File: src/rtl/core/rpbm_pkg.sv
// Package of the region protected bus memory: widths, codes and shared types.
// Used by the region check, the top level and the checker; depends on nothing.
`timescale 1ns / 1ps

package rpbm_pkg;

    localparam int ADDR_BITS_DEFAULT = 16;
    localparam int REG_W             = 17;
    localparam int NUM_REGS          = 8;
    localparam int REG_IDX_W         = 3;
    localparam int ADDR_IN_W         = 16;
    localparam int WDATA_W           = 32;
    localparam int BYTE_LANES        = 4;

    // Positions of the input fields inside s_axis_tdata.
    localparam int SIZE_LSB   = 0;
    localparam int ADDR_LSB   = 2;
    localparam int WDATA_LSB  = ADDR_LSB + ADDR_IN_W;
    localparam int IN_TDATA_W = 56;

    // Access kind.
    localparam logic CMD_READ  = 1'b0;
    localparam logic CMD_WRITE = 1'b1;

    // Access size codes; the unused code behaves as a four-byte access.
    localparam logic [1:0] SIZE_BYTE = 2'd0;
    localparam logic [1:0] SIZE_HALF = 2'd1;
    localparam logic [1:0] SIZE_WORD = 2'd2;

    // Configuration register indexes.
    localparam logic [REG_IDX_W-1:0] REG_VECTOR_START = 3'd0;
    localparam logic [REG_IDX_W-1:0] REG_VECTOR_END   = 3'd1;
    localparam logic [REG_IDX_W-1:0] REG_CODE_START   = 3'd2;
    localparam logic [REG_IDX_W-1:0] REG_CODE_END     = 3'd3;
    localparam logic [REG_IDX_W-1:0] REG_DATA_START   = 3'd4;
    localparam logic [REG_IDX_W-1:0] REG_DATA_END     = 3'd5;
    localparam logic [REG_IDX_W-1:0] REG_STACK_START  = 3'd6;
    localparam logic [REG_IDX_W-1:0] REG_STACK_END    = 3'd7;

    typedef enum logic [1:0] {
        FAULT_NONE      = 2'd0,
        FAULT_UNALIGNED = 2'd1,
        FAULT_REGION    = 2'd2
    } fault_kind_t;

    typedef struct packed {
        logic [REG_W-1:0] start_addr;
        logic [REG_W-1:0] end_addr;
    } region_t;

    typedef struct packed {
        region_t vector_r;
        region_t code_r;
        region_t data_r;
        region_t stack_r;
    } regions_t;

endpackage

File: src/rtl/core/rpbm_region_check.sv
// Alignment and region permission check for one access.
// Depends on rpbm_pkg for the region types and fault codes.
`timescale 1ns / 1ps

module rpbm_region_check #(
    parameter int ADDR_BITS = rpbm_pkg::ADDR_BITS_DEFAULT
) (
    input  logic [ADDR_BITS-1:0]  addr,
    input  logic [1:0]            size,
    input  logic                  is_write,
    input  rpbm_pkg::regions_t    regions,
    output rpbm_pkg::fault_kind_t kind
);

    // Wide enough for the largest address plus four and every region bound.
    localparam int CMP_W = ((ADDR_BITS > rpbm_pkg::REG_W) ? ADDR_BITS : rpbm_pkg::REG_W) + 1;

    logic [2:0]       span_len;
    logic [CMP_W-1:0] first;
    logic [CMP_W-1:0] after;
    logic             in_vector;
    logic             in_code;
    logic             in_data;
    logic             in_stack;
    logic             permitted;

    function automatic logic span_in(input logic [CMP_W-1:0] lo,
                                     input logic [CMP_W-1:0] hi,
                                     input rpbm_pkg::region_t r);
        return (lo >= CMP_W'(r.start_addr)) && (hi <= CMP_W'(r.end_addr));
    endfunction

    always_comb
    begin
        case (size)
            rpbm_pkg::SIZE_BYTE: span_len = 3'd1;
            rpbm_pkg::SIZE_HALF: span_len = 3'd2;
            default:             span_len = 3'd4;
        endcase
    end

    assign first     = CMP_W'(addr);
    assign after     = first + CMP_W'(span_len);
    assign in_vector = span_in(first, after, regions.vector_r);
    assign in_code   = span_in(first, after, regions.code_r);
    assign in_data   = span_in(first, after, regions.data_r);
    assign in_stack  = span_in(first, after, regions.stack_r);
    assign permitted = in_vector || (!is_write && in_code) || in_data || in_stack;

    // Alignment is checked first, so an odd multi-byte access reports unaligned.
    always_comb
    begin
        if ((size != rpbm_pkg::SIZE_BYTE) && addr[0])
        begin
            kind = rpbm_pkg::FAULT_UNALIGNED;
        end
        else if (!permitted)
        begin
            kind = rpbm_pkg::FAULT_REGION;
        end
        else
        begin
            kind = rpbm_pkg::FAULT_NONE;
        end
    end

endmodule

File: config.mk
export PLATFORM = sky130hd
export DESIGN_NAME = rpbm_region_check
export DESIGN_NICKNAME = d
export VERILOG_FILES = /design/src/rtl/core/rpbm_pkg.sv /design/src/rtl/core/rpbm_region_check.sv
export SDC_FILE = /design/constraint.sdc
export NUM_CORES = 1
export LEC_CHECK = 0
export BUFFER_PORTS_ARGS = -buffer_cell sky130_fd_sc_hd__buf_2
export CELL_PAD_IN_SITES_DETAIL_PLACEMENT = 0
export CELL_PAD_IN_SITES_GLOBAL_PLACEMENT = 1
export CORE_MARGIN = 3
export CORE_UTILIZATION = 35
export DETAILED_ROUTE_END_ITERATION = 8
export PLACE_DENSITY = 0.93
export SKIP_LAST_GASP = 1
export SLEW_MARGIN = 20
export SYNTH_ARGS = -nofsm -noshare
export SYNTH_HDL_FRONTEND = slang
export SYNTH_SLANG_ARGS = --single-unit
File: constraint.sdc
create_clock -name vclk -period 5.97
set_input_delay 0.2985 -clock vclk [all_inputs]
set_output_delay 0.2985 -clock vclk [all_outputs]
set_load 0.05 [all_outputs]
After elaboration in Yosys (flattened, before gate mapping):

Cells that the tools add are included.
Widths: inputs -> output; s select.

* bits in registers: 0
* output and inout port bits: 2

* $add $sub $neg: 1
* magnitude comparators: 8
* equal/unequal tests: 1
* muxes and demuxes: 3
* reductions and logical operators: 12

Operator list (count)
* $ge 16x17->1: 4
* $le 17x17->1: 4
* $add 16x3->17: 1
* $logic_and 1x1->1: 6
* $pmux 3 s2: 1
* $mux 2: 2
* $logic_or 1x1->1: 3
* $eq 2x1->1 const B: 1
* $logic_not 2->1: 1
* $reduce_bool 2->1: 1
* $logic_not 1->1: 1

Logic depth before layout (Yosys ltp):

* word-level depth: 11
* gate-level depth with buffers: 17
* mapped depth without buffers: 17

Worst setup path before layout:

OpenSTA, ideal clock, no wires.

* path type: input -> output
* start: in size[0]
* end: out kind[1]
* arrival time: 3692 ps
* data required time: 5672 ps
* path slack: 1980 ps
* cell stages on the path: 17
* path through: nor2_1 > ha_1 > inv_1 > fa_1 > inv_1 > a21oi_1 > nor3_1 > nand3_1 > xnor2_1 > ha_1 > a21oi_1 > o21a_1 > nand2_1 > o21ai_0 > a31o_1 > a22oi_1 > nor4bb_2

* longest elaborated chain between the ends: 11
* elaborated cells between the ends (all ways): 20

RTL lines
* start: declaration: RTL line rpbm_region_check.sv:9 `input logic [1:0] size,`
* $eq 2x1->1 / $logic_not 2->1 (equally long branches): RTL line rpbm_region_check.sv:35 `case (size)`
* $pmux 3 s2: RTL line rpbm_region_check.sv:35
* $add 16x3->17: RTL line rpbm_region_check.sv:43 `assign after = first + CMP_W'(span_len);`
* $le 17x17->1: RTL line rpbm_region_check.sv:30 `return (lo >= CMP_W'(r.start_addr)) && (hi <= CMP_W'(r.end_addr));`
* $logic_and 1x1->1: RTL line rpbm_region_check.sv:30
* $logic_and 1x1->1: RTL line rpbm_region_check.sv:48 `assign permitted = in_vector || (!is_write && in_code) || in_data || in_stack;`
* $logic_or 1x1->1 (3 in series): RTL line rpbm_region_check.sv:48
* $mux 2: RTL line rpbm_region_check.sv:57 `else if (!permitted)`
* $mux 2 (*): RTL line rpbm_region_check.sv:53 `if ((size != rpbm_pkg::SIZE_BYTE) && addr[0])`
* end: declaration: RTL line rpbm_region_check.sv:12 `output rpbm_pkg::fault_kind_t kind`

Every way passes the cells marked *; elsewhere a longest branch is shown, timed or not.

Final worst setup path:

Ends and elaborated chain as after synthesis.

==> results.tsv <==
stage	metric	value	unit
min_path	Hold Path Class	input port to primary output	
drt	# DRC	0	
yosys	Synth Area in Compound Gates	18.0	%
grt	GRT overflow	0	
place	dpl cell area	0.00462	mm2
sta	setup ws final	1.78	ns
yosys	Post-Synth XOR/XNOR Area	3.34	%
grt	first-pass GRT wire length	17800	um
finish	area delta synth->final	26.0	%
setup_path	critical path's slowest cell	fa_1	
yosys	count leader, synth	inv_1	
setup_path	crit end category	primary output	
power_and_ir_drop	combinational power share	100.0	%
power_and_ir_drop	power density over the cells	70.8	mW/mm2
grt	vias in the first global route	3960	
place	worst slack, placed	1.74	ns
sta	worst slew pin tran	0.859	ns
power_and_ir_drop	part of the power in registers	0	%
setup_path	Worst setup SP type	input port	
die	Initial Util	36.7	%
grt	initial antenna violation count	0	
run_status	status	complete, no violations	
min_path	hold path endpoint	kind[0]	
power_and_ir_drop	Psw	180	uW
yosys	YS warnings	0	
yosys	Synth top area share	46.1	%
yosys	multiplexer area fraction after synthesis	0	%
sta	WHS	1.20	ns
finish	ANT cells	0	
finish	Seq Cell Count	0	
cts	hold_buf cts	0	
setup_path	critical-path cell list	buf_2, nor2_1, ha_1, inv_1, fa_1, inv_1, a21oi_1, nor3_1, nand3_1, xnor2_1, ha_1, a21o_1, a21oi_1, nor2b_1, a2111oi_0, o21ai_0, a22o_1, nor4bb_2, buf_2	
die	IO Pins	157	
drt	final WL	11400	um
yosys	area leader, netlist	ha_1	
drt	detailed-route via count	4008	
sta	Max Transition Viols Final	0	
run	max cap viols	0	
yosys	Post-Syn Area	0.00367	mm2
setup_path	critical path class	input port to primary output	
finish	final instance area	0.00462	mm2
finish	layout cells sized above 1	24.1	%
power_and_ir_drop	clock share of power	0	%
yosys	Cell variety after synth	44	
yosys	synth cell count leaders	inv_1 (136), ha_1 (135), a21oi_1 (41)	
yosys	top cells by area, synth	ha_1 (46%), inv_1 (14%), a21oi_1 (5.6%), nand2_1 (3.7%), nand4_1 (3.2%)	
finish	CLK BUF	0	
power_and_ir_drop	leakage	0.00290	uW
cts	Post-CTS Setup Inserts	0	
min_path	Hold Startpoint	size[1]	
sta	Fin. Hold Viols	0	
sta	unrepaired setup endpoints after global routing	false	
sta	Final Critical Period	4.19	ns
grt	pin count of the biggest net entering global routing	9	
drt	DRT antenna net count	0	
grt	Tot GR Track Use	18.6	%
power_and_ir_drop	Peak VDD IR	0.0265	mV
power_and_ir_drop	switch share	55.1	%
yosys	simple-gate portion of the synthesized area	18.2	%
finish	register area	0	um2
place	cell total after placement	810	
yosys	Avg Cell Area, Syn	7.05	um2
die	Die Ht	108	um
place	port buffer count	157	
yosys	Post-Syn Instances	520	
yosys	main combinational cell family by area after synthesis	adder cells	
drt	total iterations of the first detailed-routing run	4	
die	die span in x	108	um
finish	final net count	970	
setup_path	WP data required	5.67	ns
die	DIE AREA	0.0117	mm2
sta	fmax	0.239	GHz
die	cell row count	36	
setup_path	slowest stage delay, CP	0.40	ns
drt	per-cell routed wire length	14.1	um
setup_path	Critical Path AT	3.89	ns
place	GPL Wtd Cong	0.902	
cts	post-CTS resize count	0	
power_and_ir_drop	Int Power	147	uW
yosys	syn nets	811	
sta	setup total negative slack	0	ns
place	post-DP HPWL	10400	um
sta	Tcrit/Tclk final	70.2	%
yosys	post-synthesis sequential area ratio	0	%
sta	relative slew slack	42.2	%
die	core area	0.0100	mm2
drt	vias per inst	4.95	
min_path	worst hold stages	4	
finish	Final Non-Filler Cells	810	
yosys	Synth Area in Adders	46.6	%
setup_path	CP Max Fanout	4	
sta	Final Setup Violations	0	
drt	Initial DRC Count	128	
==> cell families (layout without fill, tap and decap cells) <==
kind of cell	Yosys count	in the layout
compound gates	105	105
xor+xnor	14	14
fa+ha+maj	136	136
buf+inv	136	293
simple gates	129	129
==> layout by cell type (no fill, tap or decap), types with 2 or more instances in the layout <==
cell         n
a2111oi_0    2
a211oi_1    10
a21boi_0     2
a21o_1       8
a21oi_1     41
a221oi_1     3
a22o_1       2
a31oi_1      2
and3_1       2
and4_1       5
buf_2      157
ha_1       135
inv_1      136
nand2_1     36
nand2b_1     3
nand3_1     13
nand4_1     19
nand4b_1     2
nor2_1      27
nor2b_1      4
nor3_1       6
nor4_1       5
o211ai_1     4
o21a_1       2
o21ai_0     11
o21ai_1      9
xnor2_1      9
xor2_1       5
==> stage by stage <==
step | power [uW] | utilization (%)
after detailed placement | 327 | 46.2
after global placement | 315 | 46.2
after CTS | 329 | 46.2
after floorplan | 201 | -
final | 327 | 46.2
after global routing | 377 | 46.2
==> metal layers <==
metal,share of wire (%),up-vias,track usage (%),routed length (um)
li1,-,2124,-,-
met1,46,1749,24.4,5210
met2,47,123,34.1,5370
met3,5.6,12,0.716,646
met4,1.8,0,3.07,205
met5,0,-,0,0
==> power groups by stage <==
stage | Sequential, uW | Clock, uW | Combinational (uW)
finish | 0 | 0 | 327
global route | 0 | 0 | 377
CTS | 0 | 0 | 329
detailed placement | 0 | 0 | 327
global placement | 0 | 0 | 315
floorplan | 0 | 0 | 201
==> cell type report <==
type | count | area [um2]
inverters | 136 | 510
repair buffers | 157 | 786
fillers | 1046 | 5380
well taps | 133 | 166
multi-input cells | 384 | 3160
==> critical path: cells and delay by family <==
kind,cells,cell delay [ns]
compound gates,6,1.03
fa+ha+maj,3,0.91
simple gates,5,0.81
buf+inv,4,0.48
xor+xnor,1,0.36
==> worst max-delay path by stage <==
| stage | start | end | cells after the start |
|---|---|---|---|
| floorplan | size[0] | kind[1] | 17 |
| CTS | size[0] | kind[1] | 19 |
| global route | size[0] | kind[1] | 19 |
| global placement | size[0] | kind[1] | 19 |
| detailed placement | size[0] | kind[1] | 19 |
| finish | size[0] | kind[1] | 19 |
Power figures use the tool's default switching activity.
